--- src/hdl/bccu_pkg.sv ---
`default_nettype none
// ----------------------------------------------------------------------------
// bccu_pkg: shared types for the box/circle contact unit
// Pair-kind codes and the stage control group that the pipeline blocks share.
// ----------------------------------------------------------------------------
package bccu_pkg;

  typedef enum logic [1:0] {
    CMD_BOX_BOX       = 2'd0,
    CMD_BOX_CIRCLE    = 2'd1,
    CMD_CIRCLE_CIRCLE = 2'd2,
    CMD_CIRCLE_BOX    = 2'd3
  } cmd_t;

  // en advances every stage at once; valid marks an item entering the block
  typedef struct packed {
    logic en;
    logic valid;
  } pipe_ctl_t;

endpackage
`default_nettype wire

--- src/hdl/bccu_div.sv ---
`default_nettype none
// ----------------------------------------------------------------------------
// bccu_div: two-lane pipelined fraction divider
// Computes (num << (QB-1)) / den per lane, one quotient bit per stage,
// for numerators not above the shared denominator.
// ----------------------------------------------------------------------------
module bccu_div #(
  parameter int DW = 33,
  parameter int QB = 17,
  parameter int PW = 8
) (
  input  logic                clk,
  input  logic                rst,
  input  bccu_pkg::pipe_ctl_t ctl,
  input  logic [DW-1:0]       num_x,
  input  logic [DW-1:0]       num_y,
  input  logic [DW-1:0]       den,
  input  logic [PW-1:0]       side_in,
  output logic                out_valid,
  output logic [QB-1:0]       quo_x,
  output logic [QB-1:0]       quo_y,
  output logic [PW-1:0]       side_out
);
  import bccu_pkg::*;

  localparam int RWD = DW + 1;

  logic           vld [1:QB];
  logic [RWD-1:0] rx  [1:QB];
  logic [RWD-1:0] ry  [1:QB];
  logic [QB-1:0]  qx  [1:QB];
  logic [QB-1:0]  qy  [1:QB];
  logic [DW-1:0]  dn  [1:QB];
  logic [PW-1:0]  sd  [1:QB];

  for (genvar k = 0; k < QB; k++) begin : g_step
    logic           iv;
    logic [RWD-1:0] irx, iry, cx, cy, dd;
    logic [QB-1:0]  iqx, iqy;
    logic [DW-1:0]  idn;
    logic [PW-1:0]  isd;
    logic           gx, gy;

    if (k == 0) begin : g_first
      assign iv  = ctl.valid;
      assign irx = RWD'(num_x);
      assign iry = RWD'(num_y);
      assign iqx = '0;
      assign iqy = '0;
      assign idn = den;
      assign isd = side_in;
      // top quotient bit: compare without a shift
      assign cx  = irx;
      assign cy  = iry;
    end else begin : g_next
      assign iv  = vld[k];
      assign irx = rx[k];
      assign iry = ry[k];
      assign iqx = qx[k];
      assign iqy = qy[k];
      assign idn = dn[k];
      assign isd = sd[k];
      assign cx  = {irx[DW-1:0], 1'b0};
      assign cy  = {iry[DW-1:0], 1'b0};
    end

    assign dd = RWD'(idn);
    assign gx = (cx >= dd);
    assign gy = (cy >= dd);

    always_ff @(posedge clk) begin
      if (rst) begin
        vld[k+1] <= 1'b0;
      end else if (ctl.en) begin
        vld[k+1] <= iv;
      end
    end

    always_ff @(posedge clk) begin
      if (ctl.en) begin
        rx[k+1] <= gx ? (cx - dd) : cx;
        ry[k+1] <= gy ? (cy - dd) : cy;
        qx[k+1] <= {iqx[QB-2:0], gx};
        qy[k+1] <= {iqy[QB-2:0], gy};
        dn[k+1] <= idn;
        sd[k+1] <= isd;
      end
    end
  end

  assign out_valid = vld[QB];
  assign quo_x     = qx[QB];
  assign quo_y     = qy[QB];
  assign side_out  = sd[QB];

endmodule
`default_nettype wire

--- config.mk ---
export PLATFORM = sky130hd
export DESIGN_NAME = bccu_div
export DESIGN_NICKNAME = d
export VERILOG_FILES = /design/src/hdl/bccu_pkg.sv /design/src/hdl/bccu_div.sv
export SDC_FILE = /design/constraint.sdc
export NUM_CORES = 2
export LEC_CHECK = 0
export ABC_CLOCK_PERIOD_IN_PS = 12700
export BUFFER_PORTS_ARGS = -buffer_cell sky130_fd_sc_hd__buf_4
export CAP_MARGIN = 10
export CORE_UTILIZATION = 45
export DETAILED_ROUTE_END_ITERATION = 12
export PLACE_DENSITY = 0.71
export SYNTH_ARGS = -nofsm -noshare
export SYNTH_HDL_FRONTEND = slang
export SYNTH_SLANG_ARGS = --single-unit
--- constraint.sdc ---
create_clock -name clk -period 12.7 [get_ports clk]
set_input_delay 0.635 -clock clk [delete_from_list [all_inputs] [get_ports clk]]
set_output_delay 0.635 -clock clk [all_outputs]
set_load 0.01 [all_outputs]
; ---- Word level (Yosys, flattened, before mapping)
; Memories as Yosys holds them, arrays and structs flattened.
; Cells that the tools add are included.
; Widths: inputs -> output; s select.
[classes]
addsub = 34
n_lt_le_gt_ge = 34
muxes = 57
n_bitwise = 17
[ops]
columns = op, count
row1 = $mux 34, 34
row2 = $ge 34x33->1, 32
row3 = $sub 34x33->34, 32
row4 = $sub 33x33->34, 2
row5 = $ge 33x33->1, 2
row6 = $mux 1, 23
row7 = $or 1x1->1, 17
[totals]
ff_bits = 0
mem_bits_rw = 2448
in_bits = 111
memories = 7
[memory_table]
columns = memory, words, word_bits, rd, rd_clocked_by_memory_dff, wr, line
row1 = rx, 17, 34, 16, 0, 17, bccu_div.sv:29  ; logic [RWD-1:0] rx [1:QB];
row2 = ry, 17, 34, 16, 0, 17, bccu_div.sv:30  ; logic [RWD-1:0] ry [1:QB];
row3 = dn, 17, 33, 16, 0, 17, bccu_div.sv:33  ; logic [DW-1:0] dn [1:QB];
row4 = qx, 17, 17, 17, 0, 17, bccu_div.sv:31  ; logic [QB-1:0] qx [1:QB];
row5 = qy, 17, 17, 17, 0, 17, bccu_div.sv:32  ; logic [QB-1:0] qy [1:QB];
row6 = sd, 17, 8, 17, 0, 17, bccu_div.sv:34  ; logic [PW-1:0] sd [1:QB];
row7 = 1 more memories, -, -, -, -, -, -

; ---- Longest topological paths before layout
[depth]
word_depth = 4
ltp_mapped = 16

; ---- Least setup slack after synthesis
; No wires, ideal clock.
[synth_path]
kind = register -> register
startpoint = register, netlist name rx[0][409]
endpoint = register, netlist name rx[0][447]
setup_time_ps = 260
arrival_time_ps = 3727
required_time_ps = 12440
setup_slack_ps = 8713
stages_incl_launch_ff = 14
synth_period_minus_slack_ps = 3987
cell_sequence = edfxtp_1 > ha_1 > nor2b_1 > o31a_1 > o31a_1 > o21ba_2 > or4b_1 > a221o_1 > o31a_1 > and4_4 > o31ai_4 > nand2_2 > buf_6 > mux2_4

==> key figures <==
Outcome
  • Status: finished clean

Power and ir drop
  • Pwr dens: approximately 260 nW/um^2
  • Clock share of power: 18.6%
  • Part of the power in registers: 31.6%
  • Comb pwr share: 49.8%
  • Post-layout total power: between 30,000 and 40,000 uW
  • Switching Share: 38.8%
  • Cell-internal power: approximately 23,000 uW
  • Net Sw Power: 14,500 uW
  • Leakage: roughly 0.058 uW
  • Worst ir drop on vdd: 0.155 mV

STA
  • Fin Clk Skew: 66.0 ps
  • Max_slew headroom: 8.46%
  • Final Cycle Share: just under 40%
  • Setup TNS: 0 ps
  • Setup repair after global routing missed its margin: no
  • Fmax: 0.200 GHz
  • Pin slew with the least headroom to its limit: 1340 ps
  • Final worst slack: about 7700 ps
  • Final Hold Viols: 0
  • Fin crit period: 4990 ps
  • Setup violation total in the final timing report: 0
  • Hold_ws: a little over 60 ps
  • Max-slew violations: 0

Setup path
  • Crit start category: flip-flop
  • Critical Path Fanout Max: 33
  • Critical-path top delay cell: nand2_2
  • Most frequent CP cell: o31a_1
  • CP Data Arrival Time: approximately 5600 ps
  • Kind of critical path: reg2reg
  • Critical-path cell list: inv_1 -> ha_1 -> nor2b_1 -> o31a_1 -> o31a_1 -> o21ba_2 -> or4b_1 -> a221o_1 -> o31a_1 -> and4_4 -> o31ai_4 -> nand2_2 -> mux2_4
  • Slowest Stage Delay on Critical Path: 640 ps
  • Worst Setup End Kind: flip-flop
  • Critical Path RT: about 13,000 ps

Layout
  • Proportion of layout cells with a drive suffix above 1: 8.65%
  • Fillers: 25.3k
  • Layout area overhead: 11.1%
  • # nets final: 13.4k
  • Design area: 142,000 um^2

Clock network
  • Post_cts resized: 0
  • TritonCTS buffer count: 233
  • Maximum clock path buffer count: 4
  • Worst-skew pair later-pin latency: 910 ps
  • Root Buffer: clkbuf_16
  • CTS H-tree depth: 4
  • CTS tree: built
  • Clock-pin slew on the worst setup and hold paths: 60 ps
  • Clock tree sinks: 2,043
  • Post-CTS Setup Bufs: 0

Place
  • Port-buffer cells: 153
  • Post-DP HPWL: 241 mm
  • GPL Wtd Cong: 0.959
  • Worst slack, placed: 7600 ps
  • Placed cell area: 133,000 um^2

Floorplan
  • Area of the core: 282,000 um^2
  • Die Height: roughly 530 um
  • Die width: 535 um
  • Num ports: 154
  • Die Footprint: 286,000 um^2
  • Row Count: roughly 200
  • Starting Density: 45.2%

Detailed routing
  • 1st-iter DRT viols: 5,000
  • DR vias: 89.2k
  • DRC Markers: 0
  • DR pass1 iterations: 6
  • Via-per-instance ratio: 5.56
  • DR WL/cell: 19.3 um
  • Routed wire length: 309 mm
  • ANT nets after route: 0

Logic synthesis
  • Number of enable flip-flop cells after synthesis: between 2k and 2.5k
  • Top post-synthesis cells by area: edfxtp_1 48%, ha_1 11%, a21oi_1 4.5%
  • #FFs+latches synth: around 2k
  • Mapped Nets: 13.1k
  • Avg Synthesized Cell Area: 10.8 um^2
  • Post-synth top area cell: edfxtp_1
  • Yosys top cell area share: 48.0%
  • Cells after Synth: 11.9k
  • Post-synth top flop: edfxtp_1
  • Yosys Warn Count: 0
  • Ys async rst share: 0%
  • Distinct cells, synth: 84
  • Seq/Total Area, Yosys: 48.0%
  • Synthesized cell area: 128,000 um^2

Job
  • Max Cap Viol: 0

Global routing
  • Pin count of the biggest net entering global routing: 190
  • Vias in the first global route: 90.5k
  • Global-route wire length before repair: 479 mm
  • Antenna violations before repair: 1
  • Global route overflow: 0
  • Total Routing Usage GR: roughly a fifth

Min path
  • Worst min-delay path class: in2reg
## power by group through the flow
stage          Combinational, uW  Clock [uW]  Sequential (uW)
2_1_floorplan              14100           0            11300
3_3_place_gp               18200           0            11900
3_5_place_dp               18300           0            11900
4_1_cts                    18500        7100            11800
5_1_grt                    20500        7340            12000
6_report                   18600        6920            11800
## cell families after synthesis
family,after synthesis,share of synthesized area (%)
AO/OA/AOI/OAI,3514,17.0
AND/OR/NAND/NOR,2725,10.1
flip-flops,2043,48.0
adder cells (fa/ha/maj),1152,11.5
buffers and inverters,1085,3.21
XOR/XNOR,904,6.20
multiplexers,435,3.90
## worst paths after layout
path | slack (ps) | cells after the start | endpoint | start
worst max-delay path | 7710 | 13 | rx[0][459]$_DFFE_PP_ | dn[0][398]$_DFFE_PP_
worst max register to register | 7710 | 13 | rx[0][459]$_DFFE_PP_ | dn[0][398]$_DFFE_PP_
worst min-delay path | 60 | 2 | ry[0][57]$_DFFE_PP_ | num_y[23]
worst min register to register | 390 | 0 | sd[0][80]$_DFFE_PP_ | sd[0][72]$_DFFE_PP_
## cell usage in the layout (no fill, tap or decap), types with 235 or more instances in the layout
cell / instances
inv_1: 791
clkbuf_16: 235
nor2_1: 751
mux2_2: 392
edfxtp_1: 2043
o21ai_0: 836
a21o_1: 570
xnor2_1: 529
a21oi_1: 1158
xor2_1: 375
nand2_1: 815
ha_1: 1120
## sequential cells by signal, summed over array words and instances (netlist names)
name and count:
rx 528, vld 17, ry 528, sd 136, qy 153, dn 528
qx 153
## metal layers
| metal | global-route usage (%) | share of wire, % | vias to the layer above |
|---|---|---|---|
| met5 | 0 | 0 | - |
| met4 | 14.5 | 7.5 | 0 |
| met3 | 2.02 | 2.8 | 881 |
| met2 | 41.5 | 53 | 1903 |
| met1 | 20.5 | 36 | 41887 |
| li1 | - | - | 44486 |
## cells in the mapped netlist, types with 18 or more instances
| cell type | count |
|---|---|
| a221o_1 | 18 |
| a31oi_1 | 102 |
| fa_1 | 32 |
| buf_1 | 31 |
| a21o_1 | 570 |
| mux2_2 | 392 |
| o21bai_1 | 146 |
| and4_1 | 29 |
| a211oi_1 | 88 |
| nor2b_1 | 173 |
| or3_1 | 43 |
| o31a_1 | 41 |
| o41ai_1 | 19 |
| ha_1 | 1120 |
| nand3_1 | 186 |
| nor3_1 | 96 |
| or2_2 | 31 |
| and3_1 | 114 |
| a41oi_1 | 33 |
| o22ai_1 | 18 |
| o211ai_1 | 47 |
| a211o_1 | 25 |
| nor2_1 | 751 |
| edfxtp_1 | 2043 |
| o21ai_0 | 836 |
| nand2b_1 | 164 |
| o21a_1 | 146 |
| xor2_1 | 375 |
| a21oi_1 | 1158 |
| a2111oi_0 | 19 |
| mux2_4 | 28 |
| nand4_1 | 159 |
| o31ai_1 | 63 |
| clkbuf_1 | 254 |
| nor4_1 | 28 |
| xnor2_1 | 529 |
| nand2_1 | 816 |
| and2_1 | 82 |
| a21boi_0 | 30 |
| inv_1 | 791 |
## what timing repair did
action,4_1_cts,5_1_grt
hold buffers,76,0
endpoints found under the setup margin,0,0
endpoints found under the hold margin,76,0
## critical path: cells and delay by family (launching register included)
| kind | cells | cell delay, ps |
|---|---|---|
| and+or+nand+nor | 4 | 1570 |
| muxes | 1 | 540 |
| AOI/OAI and AO/OA | 6 | 1810 |
| buffers and inverters | 1 | 110 |
| adders and majority gates | 1 | 270 |
| DFF | 1 | 390 |
## per-stage QoR
step	instances	utilization, %
2_1_floorplan	11858	-
6_report	16033	50.3
3_5_place_dp	15528	47.2
4_1_cts	16030	50.3
3_3_place_gp	15528	47.2
5_1_grt	16031	50.3
## layout make-up
cell class              instances  area (um^2)  area share (%)
multi-input cells            8730        62500            44.1
flip-flops and latches       2043        61300            43.2
clock buffers                 278         6040            4.26
well taps                    3743         4680            3.30
inverters                     791         2970            2.09
repair buffers                297         2510            1.77
clock inverters               148         1810            1.27
diodes                          3         7.51         0.00529
(Power assumes the default switching activity.)
