===== config.mk =====
export PLATFORM = sky130hd
export DESIGN_NAME = bccu_sqrt
export DESIGN_NICKNAME = d
export VERILOG_FILES = /design/src/hdl/bccu_pkg.sv /design/src/hdl/bccu_sqrt.sv
export SDC_FILE = /design/constraint.sdc
export NUM_CORES = 2
export LEC_CHECK = 0
export BUFFER_PORTS_ARGS = -buffer_cell sky130_fd_sc_hd__buf_4
export CAP_MARGIN = 10
export CORE_AREA = 3 3 614 616
export CTS_BUF_LIST = sky130_fd_sc_hd__clkbuf_8
export CTS_CLUSTER_SIZE = 14
export DETAILED_ROUTE_END_ITERATION = 16
export DIE_AREA = 0 0 617 619
export PLACE_DENSITY = 0.59
export SETUP_SLACK_MARGIN = 0.2
export SYNTH_ARGS = -nofsm -noshare
export SYNTH_HDL_FRONTEND = slang
export SYNTH_MEMORY_MAX_BITS = 65536
export SYNTH_SLANG_ARGS = --single-unit

===== constraint.sdc =====
create_clock -name clk -period 3.82 [get_ports clk]
set_clock_uncertainty 0.05 [all_clocks]
set_input_delay 0.573 -clock clk [delete_from_list [all_inputs] [get_ports clk]]
set_output_delay 0.573 -clock clk [all_outputs]
set_load 0.01 [all_outputs]

===== src/hdl/bccu_pkg.sv =====
`default_nettype none
// ----------------------------------------------------------------------------
// bccu_pkg: shared types for the box/circle contact unit
// Pair-kind codes and the stage control group that the pipeline blocks share.
// ----------------------------------------------------------------------------
package bccu_pkg;

  typedef enum logic [1:0] {
    CMD_BOX_BOX       = 2'd0,
    CMD_BOX_CIRCLE    = 2'd1,
    CMD_CIRCLE_CIRCLE = 2'd2,
    CMD_CIRCLE_BOX    = 2'd3
  } cmd_t;

  // en advances every stage at once; valid marks an item entering the block
  typedef struct packed {
    logic en;
    logic valid;
  } pipe_ctl_t;

endpackage
`default_nettype wire


===== src/hdl/bccu_sqrt.sv =====
`default_nettype none
// ----------------------------------------------------------------------------
// bccu_sqrt: pipelined integer square root
// One result bit per stage, floor of the exact root; a sideband word rides along.
// ----------------------------------------------------------------------------
module bccu_sqrt #(
  parameter int RW = 66,
  parameter int PW = 8
) (
  input  logic                clk,
  input  logic                rst,
  input  bccu_pkg::pipe_ctl_t ctl,
  input  logic [RW-1:0]       radicand,
  input  logic [PW-1:0]       side_in,
  output logic                out_valid,
  output logic [RW/2-1:0]     root,
  output logic [PW-1:0]       side_out
);
  import bccu_pkg::*;

  localparam int QW   = RW / 2;
  localparam int REMW = QW + 2;

  logic            vld [1:QW];
  logic [RW-1:0]   rad [1:QW];
  logic [REMW-1:0] rem [1:QW];
  logic [QW-1:0]   rt  [1:QW];
  logic [PW-1:0]   sd  [1:QW];

  for (genvar k = 0; k < QW; k++) begin : g_step
    logic            iv;
    logic [RW-1:0]   irad;
    logic [REMW-1:0] irem;
    logic [QW-1:0]   irt;
    logic [PW-1:0]   isd;
    logic [REMW-1:0] cand;
    logic [REMW-1:0] sub;
    logic [REMW:0]   diff;

    if (k == 0) begin : g_first
      assign iv   = ctl.valid;
      assign irad = radicand;
      assign irem = '0;
      assign irt  = '0;
      assign isd  = side_in;
    end else begin : g_next
      assign iv   = vld[k];
      assign irad = rad[k];
      assign irem = rem[k];
      assign irt  = rt[k];
      assign isd  = sd[k];
    end

    // bring down two radicand bits, try 4*root+1
    assign cand = {irem[REMW-3:0], irad[RW-1 -: 2]};
    assign sub  = {irt, 2'b01};
    assign diff = {1'b0, cand} - {1'b0, sub};

    always_ff @(posedge clk) begin
      if (rst) begin
        vld[k+1] <= 1'b0;
      end else if (ctl.en) begin
        vld[k+1] <= iv;
      end
    end

    always_ff @(posedge clk) begin
      if (ctl.en) begin
        rad[k+1] <= irad << 2;
        rem[k+1] <= diff[REMW] ? cand : diff[REMW-1:0];
        rt[k+1]  <= {irt[QW-2:0], ~diff[REMW]};
        sd[k+1]  <= isd;
      end
    end
  end

  assign out_valid = vld[QW];
  assign root      = rt[QW];
  assign side_out  = sd[QW];

endmodule
`default_nettype wire


After elaboration in Yosys (flattened, before gate mapping)
Memories as Yosys holds them, arrays and structs flattened.
Cells that the tools add are included.
{ "totals": {"reg_bits": 0, "mem_bits_rw": 4653, "memories": 5} }
{ "classes": {"n_addsub": 33, "n_mux": 72, "bitwise_logic": 66} }
{ "memory_table": {"columns": ["memory", "depth", "width", "rd", "rd_clocked_by_memory_dff", "write_ports", "line", "rtl"], "rows": [
  ["rad", 33, 64, 32, 0, 33, "bccu_sqrt.sv:25", "logic [RW-1:0] rad [1:QW];"],
  ["rem", 33, 35, 32, 0, 33, "bccu_sqrt.sv:26", "logic [REMW-1:0] rem [1:QW];"],
  ["rt", 33, 33, 33, 0, 33, "bccu_sqrt.sv:27", "logic [QW-1:0] rt [1:QW];"],
  ["sd", 33, 8, 33, 0, 33, "bccu_sqrt.sv:28", "logic [PW-1:0] sd [1:QW];"],
  ["vld", 33, 1, 33, 0, 33, "bccu_sqrt.sv:24", "logic vld [1:QW];"]
]} }
{ "op_table": {"columns": ["op", "count"], "rows": [
  ["$mux 35", 33],
  ["$sub 35x35->36", 32],
  ["$mux 1", 39],
  ["$not 1->1", 33],
  ["$or 1x1->1", 33],
  ["$sub 2x1->3 const B", 1]
]} }

Depth between registers and ports, before layout
{ "depth": {"word_depth": 4, "ltp_mapped": 14, "mapped_depth_nobuf": 13} }

Worst setup path after synthesis
No wires, ideal clock.
{ "synth_timing": {"path_type": "flip-flop to flip-flop", "start": "reg rem[0][945] (netlist name)", "end": "reg rem[0][981] (netlist name)", "setup_ns": 0.267, "arrival_ns": 2.963, "required_ns": 3.503, "setup_slack_ns": 0.540, "path_stages_with_launch": 13, "period_less_slack_ns": 3.280, "cell_sequence": "edfxtp_1 ha_1 o21a_1 o221a_2 a31oi_1 o211a_1 o31a_1 nor3_1 or2_2 buf_2 buf_1 clkbuf_1 a21oi_1"} }

==> results.sh <==
export IMPL_outcome="finished clean"
export IMPL_vias=77402
export IMPL_place_hpwl_um=182200
export IMPL_layout_drive_gt1_share_pct=11.64
export IMPL_gr_usage_all_layers_pct=13.43
export IMPL_synth_cells=9619
export IMPL_drt_drc_violations_left=0
export IMPL_crit_path_slowest_cell="sky130_fd_sc_hd__edfxtp_1"
export IMPL_postRouteAntennaNets=0
export IMPL_setup_violations=0
export IMPL_first_global_vias=78238
export IMPL_leading_cell_types_by_total_area_after_synthesis="sky130_fd_sc_hd__edfxtp_1 (67%), sky130_fd_sc_hd__ha_1 (5.4%), sky130_fd_sc_hd__xnor2_1 (2.9%), sky130_fd_sc_hd__xor2_1 (2.5%), sky130_fd_sc_hd__a21oi_1 (2.4%)"
export IMPL_ios=120
export IMPL_leakagePower_nw=56.89
export IMPL_combinationalPowerShare_pct=20.6
export IMPL_post_synth_instance_area_um2=130100
export IMPL_netlist_area_leader_share_pct=67.22
export IMPL_final_hold_violation_count=0
export IMPL_floorplan_die_area_um2=381900
export IMPL_synth_lib_cells_used_distinct=90
export IMPL_crit_top_cell="sky130_fd_sc_hd__nand4_1"
export IMPL_synth_edf_count=2912
export IMPL_grt_setup_unrepaired="false"
export IMPL_internal_power_mw=62.26
export IMPL_crit_buf_inv=2
export IMPL_combined_area_of_the_multi_input_logic_cells_um2=39370
export IMPL_grt_first_pass_wirelength_um=419200
export IMPL_power_switching_share_pct=29.30
export IMPL_clock_tree_root_cell="sky130_fd_sc_hd__clkbuf_8"
export IMPL_core_region_area_um2=371900
export IMPL_dieWidth_um=617
export IMPL_detail_route_iter0_violations=5557
export IMPL_worst_ep_required_time_ns=4.60
export IMPL_tritoncts_num_buffers=524
export IMPL_max_stage_delay_ns=0.41
export IMPL_critPathMaxFanout=16
export IMPL_synth_async_sr_flop_share_pct=0
export IMPL_most_common_cell_in_the_netlist="sky130_fd_sc_hd__edfxtp_1"
export IMPL_pin_count_of_the_biggest_net_entering_global_routing=125
export IMPL_switching_power_mw=25.81
export IMPL_yosys_most_used_dff="sky130_fd_sc_hd__edfxtp_1"
export IMPL_setup_worst_path_start_class="register"
export IMPL_sequentialPowerShare_pct=48.4
export IMPL_clock_tree_htree_level_count=6
export IMPL_yosysWarningCount=0
export IMPL_critical_path_endpoint_type="register"
export IMPL_layout_overhead_on_the_synthesized_area_pct=15.28
export IMPL_worstMarginPinSlew_ns=1.083
export IMPL_drt_pass1_iter_count=8
export IMPL_timing_max_slew_rel_slack_pct=26.66
export IMPL_critical_path_class="reg -> reg"
export IMPL_layout_worst_path_cycle_share_pct=91.72
export IMPL_peakVddDrop_v=0.0003661
export IMPL_clock_sink_count=2912
export IMPL_dp_cells=14745
export IMPL_rows=224
export IMPL_final_setup_tns_ns=0
export IMPL_maxClockFrequency_mhz=285.4
export IMPL_cap_violations=0
export IMPL_min_path_type="in -> reg"
export IMPL_p_clk_share_pct=30.9
export IMPL_power_per_cell_area_nw_per_um2=587.2
export IMPL_yosys_top_cell_by_area="sky130_fd_sc_hd__edfxtp_1"
export IMPL_finalNonFillerCells=15807
export IMPL_yosys_top_cells_count="sky130_fd_sc_hd__edfxtp_1 (2912), sky130_fd_sc_hd__inv_1 (754), sky130_fd_sc_hd__a21oi_1 (615), sky130_fd_sc_hd__nor2_1 (600), sky130_fd_sc_hd__ha_1 (559)"
export IMPL_totalWireLength_um=263800
export IMPL_design_final_nets=11073
export IMPL_layout_min_cycle_time_ns=3.504
export IMPL_nFillCells=34641
export IMPL_tritoncts="built"
export IMPL_grt_overflow=0
export IMPL_gp_routability_congestion=0.8987
export IMPL_timing_critical_path_arrival_ns=4.28
export IMPL_synthesis_area_per_instance_um2=13.52
export IMPL_clock_path_buffers=4
export IMPL_route_detailed_vias_per_inst=4.897
export IMPL_crit_path_cell_trace="ha_2 -> or3_1 -> o22a_2 -> a32oi_4 -> a31oi_4 -> a31o_4 -> nand4_1 -> nand4_1 -> nor3_4 -> buf_12 -> clkbuf_16 -> mux2_2"
export IMPL_cts_reportedPaths_clkPinSlew_ns=0.06
export IMPL_die_height_um=619
export IMPL_report_final_slew_viol_count=0
export IMPL_clk_latency_ns=1.13
export IMPL_numPortBuffers=119
export IMPL_ys_seq_area_share_pct=67.22
export IMPL_grt_antenna_before_repair=6
export IMPL_regArea_um2=87440
export IMPL_critPathTopFamily="compound AO/OA/AOI/OAI gates"
export IMPL_initial_core_util_pct=34.98
export IMPL_synth_seq_cells=2912
export IMPL_routedWlPerCell_um=16.69
power by group through the flow:
stage | clock, mW | combinational (mW) | sequential (mW)
detailed placement | 0 | 17.8 | 43.3
global placement | 0 | 17.5 | 43.3
finish | 27.2 | 18.2 | 42.6
CTS | 28.6 | 18.0 | 42.7
floorplan | 0 | 13.1 | 42.1
global route | 30.1 | 20.4 | 43.0
layer usage:
metal	up-vias	track usage, %	part of all wire [%]
met5	-	0	0.0083
met3	637	2.325	4.5
met1	37354	16.34	42
li1	37519	-	-
met4	4	6.079	4.4
met2	1888	23.26	49
final timing paths:
kind                                             from                      to  slack, ns  cells past startpoint
worst min-delay path                     radicand[32]    rad[0][96]$_DFFE_PP_       0.19                      2
worst min register to register  rad[0][893]$_DFFE_PP_   rad[0][959]$_DFFE_PP_       0.30                      0
worst max-delay path            rem[0][982]$_DFFE_PP_  rem[0][1037]$_DFFE_PP_       0.32                     12
worst max register to register  rem[0][982]$_DFFE_PP_  rem[0][1037]$_DFFE_PP_       0.32                     12
layout make-up:
type	count	area share (%)
Tap cell	4972	4.148
Antenna cell	4	0.006675
Multi-Input combinational cell	5767	26.26
Clock buffer	526	4.828
Inverter	760	1.905
Clock inverter	395	1.641
Timing Repair Buffer	471	2.905
Sequential cell	2912	58.31
worst register-to-register path, cell delays in order (launching register included):
cell and delay (ns):
sky130_fd_sc_hd__edfxtp_1 0.41, sky130_fd_sc_hd__ha_2 0.24, sky130_fd_sc_hd__or3_1 0.38, sky130_fd_sc_hd__o22a_2 0.28, sky130_fd_sc_hd__a32oi_4 0.25, sky130_fd_sc_hd__a31oi_4 0.16
sky130_fd_sc_hd__a31o_4 0.28, sky130_fd_sc_hd__nand4_1 0.09, sky130_fd_sc_hd__nand4_1 0.17, sky130_fd_sc_hd__nor3_4 0.26, sky130_fd_sc_hd__buf_12 0.16, sky130_fd_sc_hd__clkbuf_16 0.19
sky130_fd_sc_hd__mux2_2 0.34
repair_timing:
item / 4_1_cts / 5_1_grt
endpoints found under the setup margin: 10 / 181
resized for setup: 8 / 49
gates cloned: 0 / 2
buffers inserted: 0 / 5
hold endpoints to repair: 109 / 0
hold buffers: 130 / 0
pin swaps: 0 / 4
logic make-up after synthesis:
| logic type | Yosys count | share of synthesized area (%) |
|---|---|---|
| xor gates and xnor gates | 798 | 5.373 |
| AOI/OAI and AO/OA | 1953 | 9.320 |
| muxes | 138 | 1.178 |
| buffers and inverters | 941 | 2.727 |
| and+or+nand+nor | 2317 | 8.800 |
| other | 1 | 0.002883 |
| adders and majority gates | 559 | 5.377 |
| DFF | 2912 | 67.22 |
sequential cells by signal, summed over array words and instances, names as in the netlist:
name,count
rt,561
rad,1056
sd,264
rem,998
vld,33
placed cells by master, fill, tap and decap left out, types with 132 or more instances in the layout:
master	instances
sky130_fd_sc_hd__xor2_1	366
sky130_fd_sc_hd__nand3_1	142
sky130_fd_sc_hd__nor2_1	598
sky130_fd_sc_hd__buf_4	301
sky130_fd_sc_hd__a21o_1	229
sky130_fd_sc_hd__inv_1	898
sky130_fd_sc_hd__nand2b_1	132
sky130_fd_sc_hd__nor3_1	215
sky130_fd_sc_hd__a21oi_1	612
sky130_fd_sc_hd__xnor2_1	431
sky130_fd_sc_hd__nand2_1	554
sky130_fd_sc_hd__ha_1	556
sky130_fd_sc_hd__edfxtp_1	2912
sky130_fd_sc_hd__clkbuf_8	526
sky130_fd_sc_hd__o21ai_0	484
through the flow:
stage	power [mW]	cell area, um^2	utilization [%]	setup WS (ns)	hold slack (ns)
final	88.06	150000	40.32	0.3162	0.1876
after global routing	93.46	150000	40.32	0.1602	0.04944
after CTS	89.38	149600	40.23	0.1105	0.001533
after detailed placement	61.14	138600	37.27	-0.2653	0.3545
after global placement	60.77	138600	37.27	-0.2943	0.3502
after floorplan	55.20	130100	-	0.5399	0.3503
(Power assumes the default switching activity.)
